<file path="config.mk">
export PLATFORM = sky130hd
export DESIGN_NAME = waste_bin_lid_controller_core_flat
export DESIGN_NICKNAME = d
export VERILOG_FILES = /design/src/sv/wblc_pkg.sv /design/src/sv/wblc_in_if.sv /design/src/sv/wblc_out_if.sv /design/src/sv/waste_bin_lid_controller_core.sv /design/src/flat_wrapper.sv
export SDC_FILE = /design/constraint.sdc
export NUM_CORES = 1
export LEC_CHECK = 0
export ABC_AREA = 0
export BUFFER_PORTS_ARGS = -buffer_cell sky130_fd_sc_hd__buf_2
export CAP_MARGIN = 20
export CORE_UTILIZATION = 50
export DETAILED_ROUTE_END_ITERATION = 6
export PLACE_DENSITY = 0.75
export SYNTH_ARGS = -nofsm -noshare
export SYNTH_HDL_FRONTEND = slang
export SYNTH_SLANG_ARGS = --single-unit
</file>
<file path="constraint.sdc">
create_clock -name clk -period 9.59 [get_ports clk]
set_input_delay 1.4385 -clock clk [delete_from_list [all_inputs] [get_ports clk]]
set_output_delay 1.4385 -clock clk [all_outputs]
set_load 0.005 [all_outputs]
</file>
<file path="src/sv/wblc_pkg.sv">
// Shared widths, codes and register reset values of the waste bin lid controller.
// No dependencies; the interfaces and the core take names from here by scope.
package wblc_pkg;

  // Field widths
  localparam int unsigned EchoW   = 16;
  localparam int unsigned ScaleW  = 16;
  localparam int unsigned FillW   = 11;
  localparam int unsigned StateW  = 3;
  localparam int unsigned LidW    = 2;
  localparam int unsigned LimitW  = 24;
  localparam int unsigned CfgIdxW = 3;
  localparam int unsigned CfgDatW = 24;

  // Default width of the saturating tick timers
  localparam int unsigned TICK_COUNT_BITS_DEF = 24;

  // Full bin in Q10
  localparam logic [FillW-1:0] FILL_ONE = 11'd1024;

  // Lid position codes
  localparam logic [LidW-1:0] LID_CLOSED = 2'd0;
  localparam logic [LidW-1:0] LID_OPEN   = 2'd1;
  localparam logic [LidW-1:0] LID_TILT   = 2'd2;

  // Configuration register indexes
  localparam logic [CfgIdxW-1:0] CFG_EMPTY_ECHO   = 3'd0;
  localparam logic [CfgIdxW-1:0] CFG_FILL_SCALE   = 3'd1;
  localparam logic [CfgIdxW-1:0] CFG_THRESHOLD    = 3'd2;
  localparam logic [CfgIdxW-1:0] CFG_FULL_TOL     = 3'd3;
  localparam logic [CfgIdxW-1:0] CFG_SPILL_LIMIT  = 3'd4;
  localparam logic [CfgIdxW-1:0] CFG_SHOW_TICKS   = 3'd5;
  localparam logic [CfgIdxW-1:0] CFG_EMPTY_TICKS  = 3'd6;

  // Register reset values
  localparam logic [EchoW-1:0]  RST_EMPTY_ECHO  = 16'd2915;
  localparam logic [ScaleW-1:0] RST_FILL_SCALE  = 16'd28777;
  localparam logic [FillW-1:0]  RST_THRESHOLD   = 11'd922;
  localparam logic [LimitW-1:0] RST_FULL_TOL    = 24'd3000;
  localparam logic [LimitW-1:0] RST_SPILL_LIMIT = 24'd10000;
  localparam logic [LimitW-1:0] RST_SHOW_TICKS  = 24'd2000;
  localparam logic [LimitW-1:0] RST_EMPTY_TICKS = 24'd3000;

endpackage

</file>
<file path="src/sv/wblc_in_if.sv">
// Input channel of the lid controller: one tick word per handshake.
// Depends on wblc_pkg for field widths.
interface wblc_in_if;
  logic                          valid;
  logic                          ready;
  logic [wblc_pkg::EchoW-1:0]    echo_us;
  logic                          open_button;
  logic                          close_button;
  logic                          empty_request;
  logic                          force_valid;
  logic [wblc_pkg::StateW-1:0]   force_state;

  modport source (
    output valid, echo_us, open_button, close_button, empty_request,
           force_valid, force_state,
    input  ready
  );
  modport sink (
    input  valid, echo_us, open_button, close_button, empty_request,
           force_valid, force_state,
    output ready
  );
endinterface

</file>
<file path="src/sv/wblc_out_if.sv">
// Result channel of the lid controller: one status word per tick.
// Depends on wblc_pkg for field widths.
interface wblc_out_if;
  logic                          valid;
  logic                          ready;
  logic [wblc_pkg::FillW-1:0]    fill_level;
  logic [wblc_pkg::StateW-1:0]   ctrl_state;
  logic [wblc_pkg::LidW-1:0]     lid_position;
  logic                          alarm_on;

  modport source (
    output valid, fill_level, ctrl_state, lid_position, alarm_on,
    input  ready
  );
  modport sink (
    input  valid, fill_level, ctrl_state, lid_position, alarm_on,
    output ready
  );
endinterface

</file>
<file path="src/sv/waste_bin_lid_controller_core.sv">
// Top level of the waste bin lid controller: input register, tick step, result register.
// Depends on wblc_pkg, wblc_in_if and wblc_out_if.
//
//   channel   direction  handshake      word
//   in_ch     sink       valid/ready    echo, buttons, empty request, state write
//   out_ch    source     valid/ready    fill level, state, lid position, alarm
//   cfg_*     sink       write enable   register index and data, no read-back
//
// One tick word per cycle while the result slot is free or being taken; a word passes the input
// register, then the fill multiply and state step into the result register.
// Reset is synchronous: registers to defaults, state available, lid closed, pipe empty.
// A stalled result holds the pipe; the input register still takes one word behind it.
module waste_bin_lid_controller_core #(
  parameter int unsigned TICK_COUNT_BITS = wblc_pkg::TICK_COUNT_BITS_DEF
) (
  input  logic                          clk,
  input  logic                          rst_n,
  wblc_in_if.sink                       in_ch,
  wblc_out_if.source                    out_ch,
  input  logic                          cfg_we,
  input  logic [wblc_pkg::CfgIdxW-1:0]  cfg_index,
  input  logic [wblc_pkg::CfgDatW-1:0]  cfg_data
);

  localparam int unsigned TW   = TICK_COUNT_BITS;
  localparam int unsigned CMPW = (TW > wblc_pkg::LimitW) ? TW : wblc_pkg::LimitW;
  localparam int unsigned DIFW = wblc_pkg::EchoW + 1;
  localparam int unsigned PRDW = wblc_pkg::EchoW + wblc_pkg::ScaleW;

  typedef enum logic [wblc_pkg::StateW-1:0] {
    ST_AVAILABLE   = 3'd0,
    ST_ACCEPTING   = 3'd1,
    ST_RECEIVED    = 3'd2,
    ST_EMPTYING    = 3'd3,
    ST_FULL        = 3'd4,
    ST_OVERHEATING = 3'd5,
    ST_SLEEPING    = 3'd6
  } mode_t;

  // Configuration registers
  logic [wblc_pkg::EchoW-1:0]  empty_echo_r;
  logic [wblc_pkg::ScaleW-1:0] fill_scale_r;
  logic [wblc_pkg::FillW-1:0]  threshold_r;
  logic [wblc_pkg::LimitW-1:0] full_tol_r;
  logic [wblc_pkg::LimitW-1:0] spill_limit_r;
  logic [wblc_pkg::LimitW-1:0] show_ticks_r;
  logic [wblc_pkg::LimitW-1:0] empty_ticks_r;

  always_ff @(posedge clk) begin
    if (!rst_n) begin
      empty_echo_r  <= wblc_pkg::RST_EMPTY_ECHO;
      fill_scale_r  <= wblc_pkg::RST_FILL_SCALE;
      threshold_r   <= wblc_pkg::RST_THRESHOLD;
      full_tol_r    <= wblc_pkg::RST_FULL_TOL;
      spill_limit_r <= wblc_pkg::RST_SPILL_LIMIT;
      show_ticks_r  <= wblc_pkg::RST_SHOW_TICKS;
      empty_ticks_r <= wblc_pkg::RST_EMPTY_TICKS;
    end else if (cfg_we) begin
      unique case (cfg_index)
        wblc_pkg::CFG_EMPTY_ECHO:  empty_echo_r  <= cfg_data[wblc_pkg::EchoW-1:0];
        wblc_pkg::CFG_FILL_SCALE:  fill_scale_r  <= cfg_data[wblc_pkg::ScaleW-1:0];
        wblc_pkg::CFG_THRESHOLD:   threshold_r   <= cfg_data[wblc_pkg::FillW-1:0];
        wblc_pkg::CFG_FULL_TOL:    full_tol_r    <= cfg_data[wblc_pkg::LimitW-1:0];
        wblc_pkg::CFG_SPILL_LIMIT: spill_limit_r <= cfg_data[wblc_pkg::LimitW-1:0];
        wblc_pkg::CFG_SHOW_TICKS:  show_ticks_r  <= cfg_data[wblc_pkg::LimitW-1:0];
        wblc_pkg::CFG_EMPTY_TICKS: empty_ticks_r <= cfg_data[wblc_pkg::LimitW-1:0];
        default: ;
      endcase
    end
  end

  // Handshake: the input register moves on when the result slot is free or being taken
  logic s1_valid_r;
  logic out_valid_r;
  logic s1_adv;

  assign s1_adv      = !out_valid_r || out_ch.ready;
  assign in_ch.ready = !s1_valid_r || s1_adv;

  // Input register
  logic [wblc_pkg::EchoW-1:0]  s1_echo_r;
  logic                        s1_open_r;
  logic                        s1_close_r;
  logic                        s1_empty_req_r;
  logic                        s1_force_v_r;
  logic [wblc_pkg::StateW-1:0] s1_force_s_r;

  always_ff @(posedge clk) begin
    if (!rst_n) begin
      s1_valid_r <= 1'b0;
    end else if (in_ch.ready) begin
      s1_valid_r <= in_ch.valid;
    end
  end

  always_ff @(posedge clk) begin
    if (in_ch.valid && in_ch.ready) begin
      s1_echo_r      <= in_ch.echo_us;
      s1_open_r      <= in_ch.open_button;
      s1_close_r     <= in_ch.close_button;
      s1_empty_req_r <= in_ch.empty_request;
      s1_force_v_r   <= in_ch.force_valid;
      s1_force_s_r   <= in_ch.force_state;
    end
  end

  // Fill level: difference, Q16 scale, clamp to zero and one
  logic [DIFW-1:0]              diff;
  logic [PRDW-1:0]              prod;
  logic [wblc_pkg::EchoW-1:0]   prod_hi;
  logic [wblc_pkg::FillW-1:0]   fill;

  assign diff    = {1'b0, empty_echo_r} - {1'b0, s1_echo_r};
  assign prod    = diff[wblc_pkg::EchoW-1:0] * fill_scale_r;
  assign prod_hi = prod[PRDW-1:wblc_pkg::ScaleW];

  always_comb begin
    if (diff[DIFW-1]) begin
      fill = '0;
    end else if (prod_hi > wblc_pkg::EchoW'(wblc_pkg::FILL_ONE)) begin
      fill = wblc_pkg::FILL_ONE;
    end else begin
      fill = prod_hi[wblc_pkg::FillW-1:0];
    end
  end

  // Controller state
  mode_t                       mode_r, mode_nxt, mode_in;
  logic [TW-1:0]               full_tmr_r, full_tmr_nxt, full_inc;
  logic [TW-1:0]               spill_tmr_r, spill_tmr_nxt, spill_inc;
  logic [TW-1:0]               show_tmr_r, show_tmr_nxt, show_inc;
  logic [TW-1:0]               empty_tmr_r, empty_tmr_nxt, empty_inc;
  logic                        pend_r, pend_nxt;
  logic [wblc_pkg::LidW-1:0]   lid_r, lid_nxt;
  logic                        alarm_r, alarm_nxt;
  logic [wblc_pkg::FillW-1:0]  out_fill_r;
  logic                        full_due;

  // Saturating count-up of the tick timers
  assign full_inc  = (full_tmr_r  == '1) ? full_tmr_r  : full_tmr_r  + 1'b1;
  assign spill_inc = (spill_tmr_r == '1) ? spill_tmr_r : spill_tmr_r + 1'b1;
  assign show_inc  = (show_tmr_r  == '1) ? show_tmr_r  : show_tmr_r  + 1'b1;
  assign empty_inc = (empty_tmr_r == '1) ? empty_tmr_r : empty_tmr_r + 1'b1;

  // Take the external state write; code seven leaves the mode alone
  always_comb begin
    mode_in = mode_r;
    if (s1_force_v_r && s1_force_s_r <= ST_SLEEPING) begin
      mode_in = mode_t'(s1_force_s_r);
    end
  end

  assign full_due = (CMPW'(full_inc) >= CMPW'(full_tol_r)) && (fill > threshold_r);

  // One tick of the lid controller
  always_comb begin
    mode_nxt      = mode_in;
    full_tmr_nxt  = full_inc;
    spill_tmr_nxt = spill_inc;
    show_tmr_nxt  = show_inc;
    empty_tmr_nxt = empty_inc;
    pend_nxt      = pend_r || s1_empty_req_r;
    lid_nxt       = lid_r;
    alarm_nxt     = alarm_r;

    unique case (mode_in)
      ST_AVAILABLE: begin
        if (s1_open_r) begin
          lid_nxt       = wblc_pkg::LID_OPEN;
          spill_tmr_nxt = '0;
          mode_nxt      = ST_ACCEPTING;
        end else if (full_due) begin
          mode_nxt = ST_FULL;
        end
      end
      ST_ACCEPTING: begin
        if (s1_close_r || (CMPW'(spill_inc) >= CMPW'(spill_limit_r))) begin
          lid_nxt      = wblc_pkg::LID_CLOSED;
          show_tmr_nxt = '0;
          mode_nxt     = ST_RECEIVED;
        end else if (full_due) begin
          mode_nxt = ST_FULL;
        end
      end
      ST_RECEIVED: begin
        if (CMPW'(show_inc) >= CMPW'(show_ticks_r)) begin
          mode_nxt = ST_AVAILABLE;
        end
      end
      ST_EMPTYING: begin
        if (CMPW'(empty_inc) >= CMPW'(empty_ticks_r)) begin
          lid_nxt  = wblc_pkg::LID_CLOSED;
          mode_nxt = ST_AVAILABLE;
        end
      end
      ST_FULL: begin
        if (pend_nxt) begin
          lid_nxt       = wblc_pkg::LID_TILT;
          mode_nxt      = ST_EMPTYING;
          pend_nxt      = 1'b0;
          empty_tmr_nxt = '0;
        end
      end
      default: ;
    endcase

    // Restart the full timer while the bin is below the threshold
    if (fill < threshold_r) begin
      full_tmr_nxt = '0;
    end

    // Lamp and lid actions of the state reached
    case (mode_nxt)
      ST_AVAILABLE, ST_ACCEPTING, ST_RECEIVED: begin
        alarm_nxt = 1'b0;
      end
      ST_FULL, ST_OVERHEATING: begin
        alarm_nxt = 1'b1;
        lid_nxt   = wblc_pkg::LID_CLOSED;
      end
      default: ;
    endcase
  end

  // State and result register; state doubles as the held result fields
  always_ff @(posedge clk) begin
    if (!rst_n) begin
      mode_r      <= ST_AVAILABLE;
      full_tmr_r  <= '0;
      spill_tmr_r <= '0;
      show_tmr_r  <= '0;
      empty_tmr_r <= '0;
      pend_r      <= 1'b0;
      lid_r       <= wblc_pkg::LID_CLOSED;
      alarm_r     <= 1'b0;
      out_valid_r <= 1'b0;
    end else if (s1_adv) begin
      out_valid_r <= s1_valid_r;
      if (s1_valid_r) begin
        mode_r      <= mode_nxt;
        full_tmr_r  <= full_tmr_nxt;
        spill_tmr_r <= spill_tmr_nxt;
        show_tmr_r  <= show_tmr_nxt;
        empty_tmr_r <= empty_tmr_nxt;
        pend_r      <= pend_nxt;
        lid_r       <= lid_nxt;
        alarm_r     <= alarm_nxt;
      end
    end
  end

  always_ff @(posedge clk) begin
    if (s1_adv && s1_valid_r) begin
      out_fill_r <= fill;
    end
  end

  assign out_ch.valid        = out_valid_r;
  assign out_ch.fill_level   = out_fill_r;
  assign out_ch.ctrl_state   = mode_r;
  assign out_ch.lid_position = lid_r;
  assign out_ch.alarm_on     = alarm_r;

`ifndef NO_ASSERTIONS
  // Full and overheating always show the alarm lamp with the lid shut
  a_full_lamp: assert property (@(posedge clk) disable iff (!rst_n)
    (out_valid_r && (mode_r == ST_FULL || mode_r == ST_OVERHEATING))
      |-> (alarm_r && lid_r == wblc_pkg::LID_CLOSED))
    else $error("full or overheating without alarm and closed lid");

  // Fill never exceeds one
  a_fill_clamp: assert property (@(posedge clk) disable iff (!rst_n)
    out_valid_r |-> (out_fill_r <= wblc_pkg::FILL_ONE))
    else $error("fill level above one");

  // A word in the input register reaches the result slot when it moves
  a_word_moves: assert property (@(posedge clk) disable iff (!rst_n)
    (s1_valid_r && s1_adv) |=> out_valid_r)
    else $error("word lost between input and result register");

  // Sleeping is left only by an external state write
  a_sleep_holds: assert property (@(posedge clk) disable iff (!rst_n)
    (mode_r == ST_SLEEPING && s1_valid_r && s1_adv && !s1_force_v_r)
      |=> (mode_r == ST_SLEEPING))
    else $error("sleeping left without a state write");
`endif

endmodule
</file>
<file path="src/flat_wrapper.sv">
// flat-port wrapper written by rule: the top's interface ports become plain ports
module waste_bin_lid_controller_core_flat 
#(
  parameter int unsigned TICK_COUNT_BITS = wblc_pkg::TICK_COUNT_BITS_DEF
)
  (clk, rst_n, cfg_we, cfg_index, cfg_data, in_ch_valid, in_ch_echo_us, in_ch_open_button, in_ch_close_button, in_ch_empty_request, in_ch_force_valid, in_ch_force_state, in_ch_ready, out_ch_valid, out_ch_fill_level, out_ch_ctrl_state, out_ch_lid_position, out_ch_alarm_on, out_ch_ready);
  wblc_in_if in_ch_i ();
  wblc_out_if out_ch_i ();
  input  logic clk;
  input  logic rst_n;
  input  logic cfg_we;
  input  logic [wblc_pkg::CfgIdxW-1:0] cfg_index;
  input  logic [wblc_pkg::CfgDatW-1:0] cfg_data;
  input wire logic [$bits(in_ch_i.valid)-1:0] in_ch_valid;
  input wire logic [$bits(in_ch_i.echo_us)-1:0] in_ch_echo_us;
  input wire logic [$bits(in_ch_i.open_button)-1:0] in_ch_open_button;
  input wire logic [$bits(in_ch_i.close_button)-1:0] in_ch_close_button;
  input wire logic [$bits(in_ch_i.empty_request)-1:0] in_ch_empty_request;
  input wire logic [$bits(in_ch_i.force_valid)-1:0] in_ch_force_valid;
  input wire logic [$bits(in_ch_i.force_state)-1:0] in_ch_force_state;
  output wire logic [$bits(in_ch_i.ready)-1:0] in_ch_ready;
  output wire logic [$bits(out_ch_i.valid)-1:0] out_ch_valid;
  output wire logic [$bits(out_ch_i.fill_level)-1:0] out_ch_fill_level;
  output wire logic [$bits(out_ch_i.ctrl_state)-1:0] out_ch_ctrl_state;
  output wire logic [$bits(out_ch_i.lid_position)-1:0] out_ch_lid_position;
  output wire logic [$bits(out_ch_i.alarm_on)-1:0] out_ch_alarm_on;
  input wire logic [$bits(out_ch_i.ready)-1:0] out_ch_ready;
  assign in_ch_i.valid = in_ch_valid;
  assign in_ch_i.echo_us = in_ch_echo_us;
  assign in_ch_i.open_button = in_ch_open_button;
  assign in_ch_i.close_button = in_ch_close_button;
  assign in_ch_i.empty_request = in_ch_empty_request;
  assign in_ch_i.force_valid = in_ch_force_valid;
  assign in_ch_i.force_state = in_ch_force_state;
  assign in_ch_ready = in_ch_i.ready;
  assign out_ch_valid = out_ch_i.valid;
  assign out_ch_fill_level = out_ch_i.fill_level;
  assign out_ch_ctrl_state = out_ch_i.ctrl_state;
  assign out_ch_lid_position = out_ch_i.lid_position;
  assign out_ch_alarm_on = out_ch_i.alarm_on;
  assign out_ch_i.ready = out_ch_ready;
  waste_bin_lid_controller_core #(.TICK_COUNT_BITS(TICK_COUNT_BITS)) u_core (.clk(clk), .rst_n(rst_n), .in_ch(in_ch_i), .out_ch(out_ch_i), .cfg_we(cfg_we), .cfg_index(cfg_index), .cfg_data(cfg_data));
endmodule
</file>
==> results <==
- The number of distinct library cells after synthesis is 85.
- The die width is 221.5 µm.
- The weighted congestion at the end of routability-driven global placement is ~0.93.
- The flip-flop and latch count after synthesis is about 280.
- After technology mapping, the gate count stands at 2953.
- The I/O pin total is 74.
- The final count of pins violating max slew is 0.
- The via count of the routed design is around 22000.
- The initial antenna violation count is 3.
- The checks that failed: negative setup slack.
- The clock passes through at most 3 buffers.
- The total global routing track utilization is a little over a quarter.
- The synthesized netlist net count is 3430.
- Counting flops with a built-in enable in the synthesized netlist gives 34.
- The final critical path takes up 107.5% of the cycle.
- The number of endpoints with negative hold slack in the final report came to 0.
- The largest delay contributor family on the critical path is compound AO/OA/AOI/OAI gates.
- The synthesized design spends more area on one cell type than any other, namely dfxtp_1.
- The number of DRC markers in iteration 0 is between 1500 and 2000.
- The standard cell core area is between 0.04 and 0.05 mm².
- The tightest hold path in the finished design has a slack of between 0.4 and 0.5 ns.
- The worst hold path belongs to the class reg2reg.
- The standard cell area after detailed placement is 0.02612 mm².
- By count the netlist is led by nand2_1 (503), inv_1 (384), dfxtp_1 (244), ha_1 (228), a21oi_1 (202).
- Measured against its own limit, the worst slew margin works out to about 25%.
- Once the floorplan was initialized, standard cells occupied between 50 and 60% of the core.
- The data arrival time at the worst-slack endpoint is between 10 and 15 ns.
- The slowest stage of the critical path is the fa_1 cell.
- Across the run, the number of max-cap violations was 0.
- After detailed routing, the number of remaining DRC violations is 0.
- The remaining antenna violation count after routing is 0.
- In the post-synthesis netlist, the biggest area contributors are dfxtp_1 (20%), fa_1 (16%), ha_1 (12%), nand2_1 (7.8%), inv_1 (6.0%).
- The worst setup path is of the reg2reg kind.
- At the pin with the least slew margin, the transition time is 1.120 ns.
- The run finished, with violations left.
- The via-per-instance ratio is between 5 and 6.
- Clock-pin slew was measured on the worst setup and hold paths at roughly 0.06 ns.
- Cells fill between 50% and 60% of the core in the end.
- The master cell of the clock root buffer is clkbuf_16.
- In the final layout, the share of cells above drive strength 1 is 14.58%.
- The final number of setup-violating endpoints is 29.
- The area share of the largest cell type after synthesis is 20.28%.
- CTS saw around 280 sinks.
- The count of buffers added on input and output ports is between 70 and 80.
- Detailed placement finished with a half-perimeter wire length of 50.26 mm.
- Clock latency on the worst-skew pair, taken at its later pin, is 0.58 ns.
- The routed design could run at a clock period as short as roughly 10 ns.
- In the final routed layout, each cell accounts on average for between 15 and 20 µm.
- After synthesis, the share of flip-flops with an asynchronous set or reset is 0%.
- On the worst path, the slowest cell contributes a delay of 0.55 ns.
- The first detailed-routing pass took 6 iterations.
- CTS built an H-tree with a depth of 1.
- The maximum fanout count along the critical path is 7.
- The data required time at the worst endpoint is 10.06 ns.
- Setup repair after global routing could not meet its margin everywhere.
- The least setup slack across all paths after layout is -0.7234 ns.
- Between clock sinks in the finished design, the worst skew comes to 0.02461 ns.
- The largest net degree at the start of global routing is around 110.
- The commonest register cell after synthesis is dfxtp_1.
- The finished cells cover 0.02815 mm².
- Relative to the synthesized area, the layout overhead comes to 16.90%.
- Timing would allow up to 96.96 MHz.
- Summed over all failing endpoints, the final setup total negative slack is -10.05 ns.
- The per-instance average area after synthesis is around 8 µm².
- The net count reported at finish is roughly 3600.
- Sequential elements use between 20% and 30% of the synthesized area.
- TritonCTS created 29 clock buffers.
- The count of synthesis-stage warnings from yosys is 0.
- The category of the worst setup path capture point is a flip-flop.
- The vertical extent of the die is between 200 and 250 µm.
- The element type at the critical path start is a flip-flop.
- The via count of the first global-routing pass is about 22000.
- The most common cell in the synthesized netlist is nand2_1.
- The final layout contains routed wiring with a total length of 67.87 mm.
- The die area is 0.04904 mm².
- The hold buffer count at CTS is 0.
- The dominant cell type by count on the critical path is fa_1.
- TritonCTS built the clock tree.
- The first-pass GRT wire length is between 100 and 150 mm.
- The critical path contains buffers and inverters numbering 8 combined.
- The global-route congestion overflow total is 0.
- The cell area after technology mapping is 0.02408 mm².
- The floorplan has 80 rows.
==> routing by layer <==
metal / share of wire (%) / track usage (%) / up-vias
met3: 6.1 / 2.669 / 162
met2: 49 / 48.40 / 751
met5: 0.038 / 0 / -
li1: - / - / 10152
met4: 3.8 / 10.53 / 4
met1: 41 / 34.56 / 10517
==> final timing paths <==
kind / slack, ns / end / depth (start not counted) / startpoint
worst min-delay path: 0.45 / u_core.spill_limit_r[15] / 2 / u_core.spill_limit_r[15]
worst min register to register: 0.45 / u_core.spill_limit_r[15] / 2 / u_core.spill_limit_r[15]
worst max-delay path: -0.72 / u_core.out_ch.lid_position[0] / 44 / u_core.s1_echo_r[1]
worst max register to register: -0.72 / u_core.out_ch.lid_position[0] / 44 / u_core.s1_echo_r[1]
==> per-stage QoR <==
stage	cells	worst slack [ns]
6_report	3765	-0.7234
5_1_grt	3763	-1.061
3_5_place_dp	3672	-1.156
3_3_place_gp	3672	-0.8090
2_1_floorplan	2953	-0.2002
4_1_cts	3753	-0.4767
==> placed cells by master (no fill, tap or decap), drive strengths merged, types with 9 or more instances in the layout <==
| cell type | n |
|---|---|
| nand2 | 503 |
| inv | 386 |
| buf | 272 |
| dfxtp | 244 |
| ha | 228 |
| a21oi | 202 |
| fa | 194 |
| nor2 | 164 |
| and2 | 103 |
| o21ai | 82 |
| nand3 | 76 |
| xnor2 | 60 |
| nor3 | 53 |
| xor2 | 46 |
| a22oi | 44 |
| o211ai | 43 |
| clkbuf | 42 |
| nand4 | 34 |
| edfxtp | 34 |
| and3 | 33 |
| nor2b | 31 |
| nand2b | 25 |
| a21o | 20 |
| or3 | 20 |
| nand3b | 16 |
| and4 | 15 |
| nor4 | 14 |
| a211oi | 12 |
| a2111oi | 11 |
| a31oi | 10 |
| o31ai | 9 |
==> worst min-delay path, delay by kind of cell, from the launching register on <==
family | cells | cell delay, ns
AO/OA/AOI/OAI | 1 | 0.05
flip-flops | 1 | 0.31
AND/OR/NAND/NOR | 1 | 0.05
==> timing repair <==
| action | 4_1_cts | 5_1_grt |
|---|---|---|
| pin swaps | 70 | 34 |
| setup buffers | 23 | 7 |
| setup endpoints to repair | 29 | 29 |
| cloned | 4 | 0 |
| hold endpoints to repair | 0 | 0 |
| resized for setup | 107 | 31 |
==> final cells by class <==
type / count / area (µm²)
Sequential cell: 278 / 5906
Timing Repair Buffer: 273 / 2036
Multi-Input combinational cell: 2158 / 16990
Clock buffer: 41 / 840.8
Tap cell: 615 / 769.5
Antenna cell: 2 / 5.005
Clock inverter: 13 / 158.9
Inverter: 385 / 1450
Fill cell: 4081 / 19490
==> state kept, by name (all words and copies together), names as in the netlist, 2 cells and up <==
| name | count |
|---|---|
| u_core.empty_echo_r | 16 |
| u_core.empty_ticks_r | 24 |
| u_core.empty_tmr_r | 24 |
| u_core.fill_scale_r | 16 |
| u_core.full_tmr_r | 24 |
| u_core.full_tol_r | 24 |
| u_core.out_ch.ctrl_state | 3 |
| u_core.out_ch.fill_level | 11 |
| u_core.out_ch.lid_position | 2 |
| u_core.s1_echo_r | 16 |
| u_core.s1_force_s_r | 3 |
| u_core.show_ticks_r | 24 |
| u_core.show_tmr_r | 24 |
| u_core.spill_limit_r | 24 |
| u_core.spill_tmr_r | 24 |
| u_core.threshold_r | 11 |
==> logic make-up (layout without fill, tap and decap cells) <==
family / after synthesis / in the layout / share of synthesized area [%]
buf+inv: 517 / 712 / 8.136
xor+xnor: 106 / 106 / 3.855
fa+ha+maj: 422 / 422 / 27.97
mux: 7 / 7 / 0.3169
simple gates: 1120 / 1120 / 22.09
compound gates: 503 / 503 / 13.11
flops: 278 / 278 / 24.52
other cells: 0 / 2 / 0
Power is left out: the tool's default activity adds up to more than one toggle a clock period on the data nets, which glitch-free logic cannot reach.
